## src/design/ittf_pkg.sv

```systemverilog
// ============================================================================
// ittf_pkg
// Shared constants, types and a helper function of the integer-to-text
// formatter.
// ============================================================================
package ittf_pkg;

    localparam int MAX_DIGITS = 32;
    localparam int MAX_WIDTH  = 64;

    localparam int MAG_W        = 64;
    localparam int NUM_NIB      = (MAG_W + 2) / 3;
    localparam int NIB_IDX_W    = $clog2(NUM_NIB);
    localparam int DIG_VEC_W    = 4 * NUM_NIB;
    localparam int STEP_CNT_W   = $clog2(MAG_W);
    localparam int WIDTH_W      = 7;
    localparam int MIND_W       = 6;
    localparam int LEN_W        = 7;
    localparam int HEX_NIB      = MAG_W / 4;

    localparam logic [MIND_W-1:0]  MIND_CAP  = MIND_W'(MAX_DIGITS);
    localparam logic [WIDTH_W-1:0] WIDTH_CAP = WIDTH_W'(MAX_WIDTH);

    localparam logic [7:0] CH_ZERO  = 8'h30;
    localparam logic [7:0] CH_UA    = 8'h41;
    localparam logic [7:0] CH_LA    = 8'h61;
    localparam logic [7:0] CH_UX    = 8'h58;
    localparam logic [7:0] CH_LX    = 8'h78;
    localparam logic [7:0] CH_MINUS = 8'h2d;
    localparam logic [7:0] CH_SPACE = 8'h20;

    localparam logic [1:0] RADIX_OCT = 2'd0;
    localparam logic [1:0] RADIX_DEC = 2'd1;
    localparam logic [1:0] RADIX_HEX = 2'd2;

    typedef enum logic [2:0] {
        ST_IDLE,
        ST_CONVERT,
        ST_SCAN,
        ST_MEASURE,
        ST_EMIT
    } ittf_state_t;

    typedef struct packed {
        logic [MAG_W-1:0]   magnitude;
        logic               is_negative;
        logic [1:0]         radix_select;
        logic               upper_case;
        logic [WIDTH_W-1:0] field_width;
        logic [MIND_W-1:0]  min_digits;
        logic               left_justify;
        logic               zero_pad;
        logic               alternate_form;
    } ittf_item_t;

    typedef struct packed {
        logic load;
        logic dabble;
        logic scan;
        logic measure;
        logic emit;
    } ittf_cmd_t;

    typedef struct packed {
        logic is_dec;
        logic dabble_done;
        logic scan_done;
        logic slot_free;
        logic emit_last;
    } ittf_status_t;

    function automatic logic [7:0] digit_char(input logic [3:0] d, input logic upper);
        logic [7:0] base;
        base = upper ? CH_UA : CH_LA;
        if (d < 4'd10)
            digit_char = CH_ZERO + {4'b0000, d};
        else
            digit_char = base + {4'b0000, d} - 8'd10;
    endfunction

endpackage

```

## src/design/ittf_in_if.sv

```systemverilog
// ============================================================================
// ittf_in_if
// Input channel of the formatter: one number and its format spec per item.
// ============================================================================
interface ittf_in_if
    import ittf_pkg::*;
();
    logic               valid;
    logic               ready;
    logic [MAG_W-1:0]   magnitude;
    logic               is_negative;
    logic [1:0]         radix_select;
    logic               upper_case;
    logic [WIDTH_W-1:0] field_width;
    logic [MIND_W-1:0]  min_digits;
    logic               left_justify;
    logic               zero_pad;
    logic               alternate_form;

    modport source (
        output valid, magnitude, is_negative, radix_select, upper_case,
               field_width, min_digits, left_justify, zero_pad, alternate_form,
        input  ready
    );

    modport sink (
        input  valid, magnitude, is_negative, radix_select, upper_case,
               field_width, min_digits, left_justify, zero_pad, alternate_form,
        output ready
    );

    modport monitor (
        input valid, ready, magnitude, is_negative, radix_select, upper_case,
              field_width, min_digits, left_justify, zero_pad, alternate_form
    );
endinterface

```

## src/design/ittf_out_if.sv

```systemverilog
// ============================================================================
// ittf_out_if
// Output channel of the formatter: one character per item.
// ============================================================================
interface ittf_out_if;
    logic       valid;
    logic       ready;
    logic [7:0] out_char;
    logic       last_char;

    modport source (
        output valid, out_char, last_char,
        input  ready
    );

    modport sink (
        input  valid, out_char, last_char,
        output ready
    );

    modport monitor (
        input valid, ready, out_char, last_char
    );
endinterface

```

## src/design/ittf_ctrl.sv

```systemverilog
// ============================================================================
// ittf_ctrl
// Sequencer of the formatter: load, decimal conversion, digit scan,
// layout measurement and character emission.
// ============================================================================
module ittf_ctrl
    import ittf_pkg::*;
(
    input  logic         clk,
    input  logic         rst_n,
    input  logic         item_valid,
    output logic         item_ready,
    input  ittf_status_t status,
    output ittf_cmd_t    cmd
);

    ittf_state_t state_reg;
    ittf_state_t state_next;

    always_ff @(posedge clk or negedge rst_n)
    begin
        if (!rst_n)
        begin
            state_reg <= ST_IDLE;
        end
        else
        begin
            state_reg <= state_next;
        end
    end

    always_comb
    begin
        state_next = state_reg;
        cmd        = '0;
        item_ready = 1'b0;
        case (state_reg)
            ST_IDLE:
            begin
                item_ready = 1'b1;
                if (item_valid)
                begin
                    cmd.load   = 1'b1;
                    state_next = ST_CONVERT;
                end
            end
            ST_CONVERT:
            begin
                // Octal and hex digits are taken straight from the magnitude.
                if (!status.is_dec)
                begin
                    state_next = ST_SCAN;
                end
                else
                begin
                    cmd.dabble = 1'b1;
                    if (status.dabble_done)
                        state_next = ST_SCAN;
                end
            end
            ST_SCAN:
            begin
                if (status.scan_done)
                    state_next = ST_MEASURE;
                else
                    cmd.scan = 1'b1;
            end
            ST_MEASURE:
            begin
                cmd.measure = 1'b1;
                state_next  = ST_EMIT;
            end
            ST_EMIT:
            begin
                if (status.slot_free)
                begin
                    cmd.emit = 1'b1;
                    if (status.emit_last)
                        state_next = ST_IDLE;
                end
            end
            default:
            begin
                state_next = ST_IDLE;
            end
        endcase
    end

endmodule

```

## src/design/ittf_datapath.sv

```systemverilog
// ============================================================================
// ittf_datapath
// Digit register, shift-and-add-3 decimal converter, leading digit scan,
// layout arithmetic and the output character register.
// ============================================================================
module ittf_datapath
    import ittf_pkg::*;
(
    input  logic         clk,
    input  logic         rst_n,
    input  ittf_item_t   item,
    input  ittf_cmd_t    cmd,
    output ittf_status_t status,
    input  logic         out_ready,
    output logic         out_valid,
    output logic [7:0]   out_char,
    output logic         out_last
);

    logic [DIG_VEC_W-1:0]  dig_reg, dig_next;
    logic [MAG_W-1:0]      mag_reg, mag_next;
    logic [STEP_CNT_W-1:0] cnt_reg, cnt_next;
    logic [NIB_IDX_W-1:0]  idx_reg, idx_next;

    logic                  neg_reg, upper_reg, left_reg, zero_reg, alt_reg;
    logic [1:0]            radix_reg;
    logic [WIDTH_W-1:0]    width_reg;
    logic [MIND_W-1:0]     mind_reg;

    logic [LEN_W-1:0]      b1_reg, b2_reg, b3_reg, b4_reg, len_reg, pos_reg;
    logic [7:0]            p0_reg, p1_reg, p2_reg;

    logic                  out_valid_reg, out_last_reg;
    logic [7:0]            out_char_reg;

    // Load and conversion of the digit register.
    logic [MAG_W+1:0]      mag_pad;
    logic [1:0]            radix_in;
    logic [DIG_VEC_W-1:0]  load_dig;
    logic [DIG_VEC_W-1:0]  adj_dig;
    logic [3:0]            scan_digit;

    assign mag_pad  = {2'b00, item.magnitude};
    assign radix_in = (item.radix_select == RADIX_OCT) ? RADIX_OCT :
                      (item.radix_select == RADIX_HEX) ? RADIX_HEX : RADIX_DEC;

    always_comb
    begin
        load_dig = '0;
        for (int i = 0; i < NUM_NIB; i++)
        begin
            if (radix_in == RADIX_OCT)
                load_dig[4*i +: 4] = {1'b0, mag_pad[3*i +: 3]};
            else if (radix_in == RADIX_HEX && i < HEX_NIB)
                load_dig[4*i +: 4] = item.magnitude[4*i +: 4];
        end
    end

    always_comb
    begin
        for (int i = 0; i < NUM_NIB; i++)
        begin
            adj_dig[4*i +: 4] = (dig_reg[4*i +: 4] >= 4'd5) ? dig_reg[4*i +: 4] + 4'd3
                                                             : dig_reg[4*i +: 4];
        end
    end

    assign scan_digit = dig_reg[{idx_reg, 2'b00} +: 4];

    always_comb
    begin
        dig_next = dig_reg;
        mag_next = mag_reg;
        cnt_next = cnt_reg;
        idx_next = idx_reg;
        if (cmd.load)
        begin
            dig_next = load_dig;
            mag_next = item.magnitude;
            cnt_next = '0;
            idx_next = NIB_IDX_W'(NUM_NIB - 1);
        end
        else if (cmd.dabble)
        begin
            dig_next = {adj_dig[DIG_VEC_W-2:0], mag_reg[MAG_W-1]};
            mag_next = {mag_reg[MAG_W-2:0], 1'b0};
            cnt_next = cnt_reg + 1'b1;
        end
        else if (cmd.scan)
        begin
            idx_next = idx_reg - 1'b1;
        end
    end

    // Layout of the text: prefix, padding and digit count.
    logic [MIND_W-1:0]  sig_cnt, mind_c, ndig;
    logic               top_nz, is_hex, is_oct, alt_hex, alt_oct;
    logic [1:0]         npre;
    logic [7:0]         xch;
    logic [LEN_W-1:0]   total, wc, pad, m_b1, m_b2, m_b3, m_b4, m_len;

    always_comb
    begin
        sig_cnt = {1'b0, idx_reg} + 1'b1;
        mind_c  = (mind_reg > MIND_CAP) ? MIND_CAP : mind_reg;
        ndig    = (mind_c > sig_cnt) ? mind_c : sig_cnt;
        // The top character is a real digit only when the precision adds no zeros.
        top_nz  = (mind_c <= sig_cnt) && (scan_digit != 4'd0);
        is_hex  = (radix_reg == RADIX_HEX);
        is_oct  = (radix_reg == RADIX_OCT);
        alt_hex = alt_reg && is_hex;
        alt_oct = alt_reg && is_oct && top_nz;
        npre    = {1'b0, neg_reg} + (alt_hex ? 2'd2 : (alt_oct ? 2'd1 : 2'd0));
        xch     = upper_reg ? CH_UX : CH_LX;
        total   = {5'b00000, npre} + {1'b0, ndig};
        wc      = (width_reg > WIDTH_CAP) ? WIDTH_CAP : width_reg;
        pad     = (wc > total) ? wc - total : '0;
        m_b1    = (!left_reg && !zero_reg) ? pad : '0;
        m_b2    = m_b1 + {5'b00000, npre};
        m_b3    = m_b2 + ((!left_reg && zero_reg) ? pad : '0);
        m_b4    = m_b3 + {1'b0, ndig};
        m_len   = m_b4 + (left_reg ? pad : '0);
    end

    // Character at the current output position.
    logic [LEN_W-1:0] pre_off, dig_off;
    logic [3:0]       emit_digit;
    logic [7:0]       emit_ch;
    logic             emit_last;

    always_comb
    begin
        pre_off    = pos_reg - b1_reg;
        dig_off    = b4_reg - pos_reg - 1'b1;
        emit_digit = dig_reg[{dig_off[NIB_IDX_W-1:0], 2'b00} +: 4];
        if (pos_reg < b1_reg)
            emit_ch = CH_SPACE;
        else if (pos_reg < b2_reg)
            emit_ch = (pre_off == '0) ? p0_reg :
                      (pre_off == LEN_W'(1)) ? p1_reg : p2_reg;
        else if (pos_reg < b3_reg)
            emit_ch = CH_ZERO;
        else if (pos_reg < b4_reg)
            emit_ch = (dig_off > {2'b00, idx_reg}) ? CH_ZERO
                                                   : digit_char(emit_digit, upper_reg);
        else
            emit_ch = CH_SPACE;
        emit_last = (pos_reg == len_reg - 1'b1);
    end

    always_ff @(posedge clk)
    begin
        dig_reg <= dig_next;
        mag_reg <= mag_next;
        cnt_reg <= cnt_next;
        idx_reg <= idx_next;
        if (cmd.load)
        begin
            neg_reg   <= item.is_negative;
            radix_reg <= radix_in;
            upper_reg <= item.upper_case;
            width_reg <= item.field_width;
            mind_reg  <= item.min_digits;
            left_reg  <= item.left_justify;
            zero_reg  <= item.zero_pad;
            alt_reg   <= item.alternate_form;
        end
        if (cmd.measure)
        begin
            b1_reg  <= m_b1;
            b2_reg  <= m_b2;
            b3_reg  <= m_b3;
            b4_reg  <= m_b4;
            len_reg <= m_len;
            p0_reg  <= neg_reg ? CH_MINUS : CH_ZERO;
            p1_reg  <= neg_reg ? CH_ZERO : xch;
            p2_reg  <= xch;
            pos_reg <= '0;
        end
        else if (cmd.emit)
        begin
            pos_reg <= pos_reg + 1'b1;
        end
        if (cmd.emit)
        begin
            out_char_reg <= emit_ch;
            out_last_reg <= emit_last;
        end
    end

    always_ff @(posedge clk or negedge rst_n)
    begin
        if (!rst_n)
        begin
            out_valid_reg <= 1'b0;
        end
        else if (cmd.emit)
        begin
            out_valid_reg <= 1'b1;
        end
        else if (out_ready)
        begin
            out_valid_reg <= 1'b0;
        end
    end

    assign status.is_dec      = (radix_reg == RADIX_DEC);
    assign status.dabble_done = (cnt_reg == STEP_CNT_W'(MAG_W - 1));
    assign status.scan_done   = (scan_digit != 4'd0) || (idx_reg == '0);
    assign status.slot_free   = !out_valid_reg || out_ready;
    assign status.emit_last   = emit_last;

    assign out_valid = out_valid_reg;
    assign out_char  = out_char_reg;
    assign out_last  = out_last_reg;

endmodule

```

## src/design/integer_to_text_formatter_unit.sv

```systemverilog
// Octal and hex digits are loaded straight from the magnitude; decimal takes one
// magnitude bit per cycle through the shift-and-add-3 converter. Then follow a leading-digit
// scan, a layout step, and one character per cycle while the receiver keeps up (up to 64).
// One number is in work at a time; a new one is taken once its last character is loaded.
// Reset is asynchronous and active low; it returns the sequencer to idle and empties
// the output register.
// ============================================================================
// integer_to_text_formatter_unit
// Printf-style integer to ASCII text conversion, one character per item.
// ============================================================================
module integer_to_text_formatter_unit
    import ittf_pkg::*;
(
    input logic       clk,
    input logic       rst_n,
    ittf_in_if.sink   number,
    ittf_out_if.source text
);

    ittf_cmd_t    cmd;
    ittf_status_t status;
    ittf_item_t   item;
    logic         item_ready;

    assign item.magnitude      = number.magnitude;
    assign item.is_negative    = number.is_negative;
    assign item.radix_select   = number.radix_select;
    assign item.upper_case     = number.upper_case;
    assign item.field_width    = number.field_width;
    assign item.min_digits     = number.min_digits;
    assign item.left_justify   = number.left_justify;
    assign item.zero_pad       = number.zero_pad;
    assign item.alternate_form = number.alternate_form;

    assign number.ready = item_ready;

    ittf_ctrl u_ctrl (
        .clk        (clk),
        .rst_n      (rst_n),
        .item_valid (number.valid),
        .item_ready (item_ready),
        .status     (status),
        .cmd        (cmd)
    );

    ittf_datapath u_datapath (
        .clk       (clk),
        .rst_n     (rst_n),
        .item      (item),
        .cmd       (cmd),
        .status    (status),
        .out_ready (text.ready),
        .out_valid (text.valid),
        .out_char  (text.out_char),
        .out_last  (text.last_char)
    );

endmodule

```

## src/flat_wrapper.sv

```systemverilog
// flat-port wrapper written by rule: the top's interface ports become plain ports
module integer_to_text_formatter_unit_flat import ittf_pkg::*;
  (clk, rst_n, number_valid, number_magnitude, number_is_negative, number_radix_select, number_upper_case, number_field_width, number_min_digits, number_left_justify, number_zero_pad, number_alternate_form, number_ready, text_valid, text_out_char, text_last_char, text_ready);
  ittf_in_if number_i ();
  ittf_out_if text_i ();
  input logic clk;
  input logic rst_n;
  input wire logic [$bits(number_i.valid)-1:0] number_valid;
  input wire logic [$bits(number_i.magnitude)-1:0] number_magnitude;
  input wire logic [$bits(number_i.is_negative)-1:0] number_is_negative;
  input wire logic [$bits(number_i.radix_select)-1:0] number_radix_select;
  input wire logic [$bits(number_i.upper_case)-1:0] number_upper_case;
  input wire logic [$bits(number_i.field_width)-1:0] number_field_width;
  input wire logic [$bits(number_i.min_digits)-1:0] number_min_digits;
  input wire logic [$bits(number_i.left_justify)-1:0] number_left_justify;
  input wire logic [$bits(number_i.zero_pad)-1:0] number_zero_pad;
  input wire logic [$bits(number_i.alternate_form)-1:0] number_alternate_form;
  output wire logic [$bits(number_i.ready)-1:0] number_ready;
  output wire logic [$bits(text_i.valid)-1:0] text_valid;
  output wire logic [$bits(text_i.out_char)-1:0] text_out_char;
  output wire logic [$bits(text_i.last_char)-1:0] text_last_char;
  input wire logic [$bits(text_i.ready)-1:0] text_ready;
  assign number_i.valid = number_valid;
  assign number_i.magnitude = number_magnitude;
  assign number_i.is_negative = number_is_negative;
  assign number_i.radix_select = number_radix_select;
  assign number_i.upper_case = number_upper_case;
  assign number_i.field_width = number_field_width;
  assign number_i.min_digits = number_min_digits;
  assign number_i.left_justify = number_left_justify;
  assign number_i.zero_pad = number_zero_pad;
  assign number_i.alternate_form = number_alternate_form;
  assign number_ready = number_i.ready;
  assign text_valid = text_i.valid;
  assign text_out_char = text_i.out_char;
  assign text_last_char = text_i.last_char;
  assign text_i.ready = text_ready;
  integer_to_text_formatter_unit u_core (.clk(clk), .rst_n(rst_n), .number(number_i), .text(text_i));
endmodule
```

## config.mk

```make
export PLATFORM = sky130hd
export DESIGN_NAME = integer_to_text_formatter_unit_flat
export DESIGN_NICKNAME = d
export VERILOG_FILES = /design/src/design/ittf_pkg.sv /design/src/design/ittf_in_if.sv /design/src/design/ittf_out_if.sv /design/src/design/ittf_ctrl.sv /design/src/design/ittf_datapath.sv /design/src/design/integer_to_text_formatter_unit.sv /design/src/flat_wrapper.sv
export SDC_FILE = /design/constraint.sdc
export NUM_CORES = 1
export LEC_CHECK = 0
export ABC_AREA = 0
export BUFFER_PORTS_ARGS = -buffer_cell sky130_fd_sc_hd__buf_2
export CAP_MARGIN = 20
export CORE_MARGIN = 10
export CORE_UTILIZATION = 45
export DETAILED_ROUTE_END_ITERATION = 7
export SETUP_SLACK_MARGIN = 0.05
export SLEW_MARGIN = 20
export SYNTH_ARGS = -nofsm -noshare
export SYNTH_HDL_FRONTEND = slang
export SYNTH_SLANG_ARGS = --single-unit
```

## constraint.sdc

```tcl
create_clock -name clk -period 10.5 [get_ports clk]
set_clock_uncertainty 0.1 [all_clocks]
set_input_delay 1.05 -clock clk [delete_from_list [all_inputs] [get_ports clk]]
set_output_delay 1.05 -clock clk [all_outputs]
set_load 0.005 [all_outputs]
```

==> summary.txt <==
WL/cell: 19.5 um
Cell mode on critical path: ha_1
CP arrival: 9.35 ns
DRC: 0
Max reg flops: 88
Yosys warns: 0
Sequential area share after synthesis: 43.4%
Setup TNS: 0 ns
HP Class: input port to asynchronous set/reset pin
CP Data Required Time: 10.72 ns
Via count: 12600
Routed Antenna Nets: 0
Measured slew at the worst slew-check pin: 1.00 ns
Clock latency on the worst-skew pair: 0.58 ns
Yosys cell types: 68
# hold bufs at CTS: 0
FFs w/ async S/R, synth: 1.65%
Number of global-route vias before repair: 12600
Most frequent cells in the layout: 269 x nand2_1, 220 x edfxtp_1, 124 x inv_1
Max Slew Vio Count: 0
DRT iter0 DRCs: 933
I/O pin count: 99
Leak: 0.00749 uW
Fmax: 110 MHz
Clock slew seen by the registers of the worst setup and hold paths: 0.06 ns
Sinks on Clock Net: 242
Setup crit end kind: flop
Core Box Area: 35700 um^2
Area growth syn-to-layout: 11.3%
Largest net degree at the start of global routing: 97
CTS tree: yes
Pwr Density: 350 nW/um^2
Post-detail-place hpwl: 31200 um
Synthesized area: 16300 um^2
Slowest-stage cell, CP: dfxtp_1
Initial antenna violation count: 0
CP Class: flop to flop
Total chip power: 6350 uW
PortBufs: 97
Final GP Congestion: 0.876
Yosys reg bits: 242
Die area: 44200 um^2
Synth Instances: 1696
Initial Utilization: 45.6%
Tot GR Track Use: 19.5%
Clock Tree Buf Depth: 3
Dominant synthesized flop cell: edfxtp_1
Ant. Diodes: 0
Number of placement rows: 69
Minimum clock period: 9.13 ns
Final Hold Fails: 0
Share of the core filled with cells: 50.8%
Num CTS Buffers: 29
DRT Pass-1 Iters: 5
Unrepaired setup endpoints after global routing: false
Ratio of cells with drive above 1 in the final layout: 10.4%
# setup viols final: 0
CTS Root Cell: clkbuf_16
Avg Cell Area, Syn: 9.59 um^2
First-pass GRT wire length: 69900 um
Outcome: finished clean
Largest stage delay, worst path: 0.74 ns
Commonest non-fill, non-tap cell in the layout: nand2_1
Final WL: 43800 um
H-tree depth: 1
Layout net count: 1983
Post-CTS Resized: 0
Post-CTS setup buffer count: 0
Setup crit start kind: flop
Post-DR vias/cell: 5.62
Maxcap violations: 0
Die height: 210 um
Final Cycle Share: 87.0%
Net count after synthesis: 1913
Gr ovfl total: 0
Worst-path fanout max: 17
Die W: 210 um
Number of flops mapped to enable cells by yosys: 220
Max VDD drop: 0.191 mV
Rel. slew slack: 32.8%
## through the flow
stage / setup WS, ns / hold slack [ns] / instance area, um^2 / cells
final: 1.37 / 0.213 / 18100 / 2250
after global routing: 0.551 / 0.209 / 18100 / 2250
after CTS: 1.45 / 0.197 / 18100 / 2250
after detailed placement: 1.50 / 0.374 / 17200 / 2196
after global placement: 1.84 / 0.366 / 17200 / 2196
after floorplan: 2.40 / 0.340 / 16300 / 1696
## report_power, final
part	leakage, uW	total, uW	switching [uW]	internal [uW]
Combinational	0.00476	3290	1990	1300
Clock	0.000467	1010	421	591
Sequential	0.00226	2040	365	1680
## synth_stat cells (5+ instances only)
| library cell | instances | area share, % |
|---|---|---|
| nand2_1 | 270 | 6.2 |
| edfxtp_1 | 220 | 41 |
| inv_1 | 125 | 2.9 |
| ha_1 | 123 | 9.5 |
| o21ai_0 | 104 | 3.2 |
| a21oi_1 | 97 | 3.0 |
| nor2_1 | 94 | 2.2 |
| mux2i_1 | 76 | 4.7 |
| xnor2_1 | 61 | 3.3 |
| nand3_1 | 59 | 1.8 |
| clkbuf_1 | 55 | 1.3 |
| nand2b_1 | 38 | 1.5 |
| or3_1 | 36 | 1.4 |
| xor2_1 | 34 | 1.8 |
| o31ai_1 | 26 | 1.2 |
| nor2b_1 | 23 | 0.88 |
| nor4_1 | 20 | 0.77 |
| a22oi_1 | 19 | 0.88 |
| nor3b_1 | 19 | 0.88 |
| dfxtp_1 | 18 | 2.2 |
| nor3_1 | 15 | 0.46 |
| nand4_1 | 14 | 0.54 |
| mux4_2 | 13 | 1.8 |
| a21o_1 | 12 | 0.55 |
| a211oi_1 | 8 | 0.37 |
| a31oi_1 | 7 | 0.27 |
| and2_1 | 7 | 0.27 |
| buf_2 | 7 | 0.22 |
| a32oi_1 | 6 | 0.32 |
| fa_1 | 6 | 0.74 |
| nand3b_1 | 6 | 0.28 |
| buf_1 | 5 | 0.12 |
| inv_2 | 5 | 0.12 |
| o21a_1 | 5 | 0.23 |
| o21ai_1 | 5 | 0.15 |
| o221ai_1 | 5 | 0.27 |
## logic make-up after synthesis
kind of cell    after synthesis  synth area share, %
compound gates              323                 11.9
xor+xnor                     98                 5.41
fa+ha+maj                   130                 10.3
buf+inv                     198                 4.64
flops                       242                 43.4
mux                          91                 6.64
other cells                   2               0.0462
simple gates                612                 17.7
## final timing paths
check                                                   from                            to  slack (ns)  cells after the start
worst min register to register  u_core.u_datapath.cnt_reg[5]  u_core.u_datapath.cnt_reg[5]        0.39                      2
max in group asynchronous                              rst_n   u_core.u_datapath.out_valid        9.90                      1
worst max-delay path            u_core.u_datapath.idx_reg[0]  u_core.u_datapath.len_reg[6]        1.37                     45
min in group clk                u_core.u_datapath.cnt_reg[5]  u_core.u_datapath.cnt_reg[5]        0.39                      2
worst min-delay path                                   rst_n    u_core.u_ctrl.state_reg[0]        0.21                      1
worst max register to register  u_core.u_datapath.idx_reg[0]  u_core.u_datapath.len_reg[6]        1.37                     45
## critical path: cells and delay by family, from the launching register on
kind / cells / cell delay, ns
and+or+nand+nor: 11 / 1.35
xor gates and xnor gates: 5 / 0.87
adders and majority gates: 10 / 3.00
DFF: 1 / 0.74
AOI/OAI and AO/OA: 14 / 2.11
buffers and inverters: 5 / 0.66
## layout make-up
cell class | instances | area, um^2
Multi-Input combinational cell | 1256 | 8470
Clock inverter | 10 | 87.6
Inverter | 130 | 493
Sequential cell | 242 | 7070
Clock buffer | 44 | 863
Timing Repair Buffer | 107 | 561
Tap cell | 461 | 577
Fill cell | 3310 | 17500
## routing by layer
layer,routed length [um],up-vias,share of wire (%),track usage (%)
met4,986,0,2.3,5.10
met2,20200,338,46,31.6
met5,0,-,0,0
met1,20300,6058,46,26.5
met3,2320,62,5.3,3.38
li1,-,6177,-,-
Power figures use the tool's default switching activity.
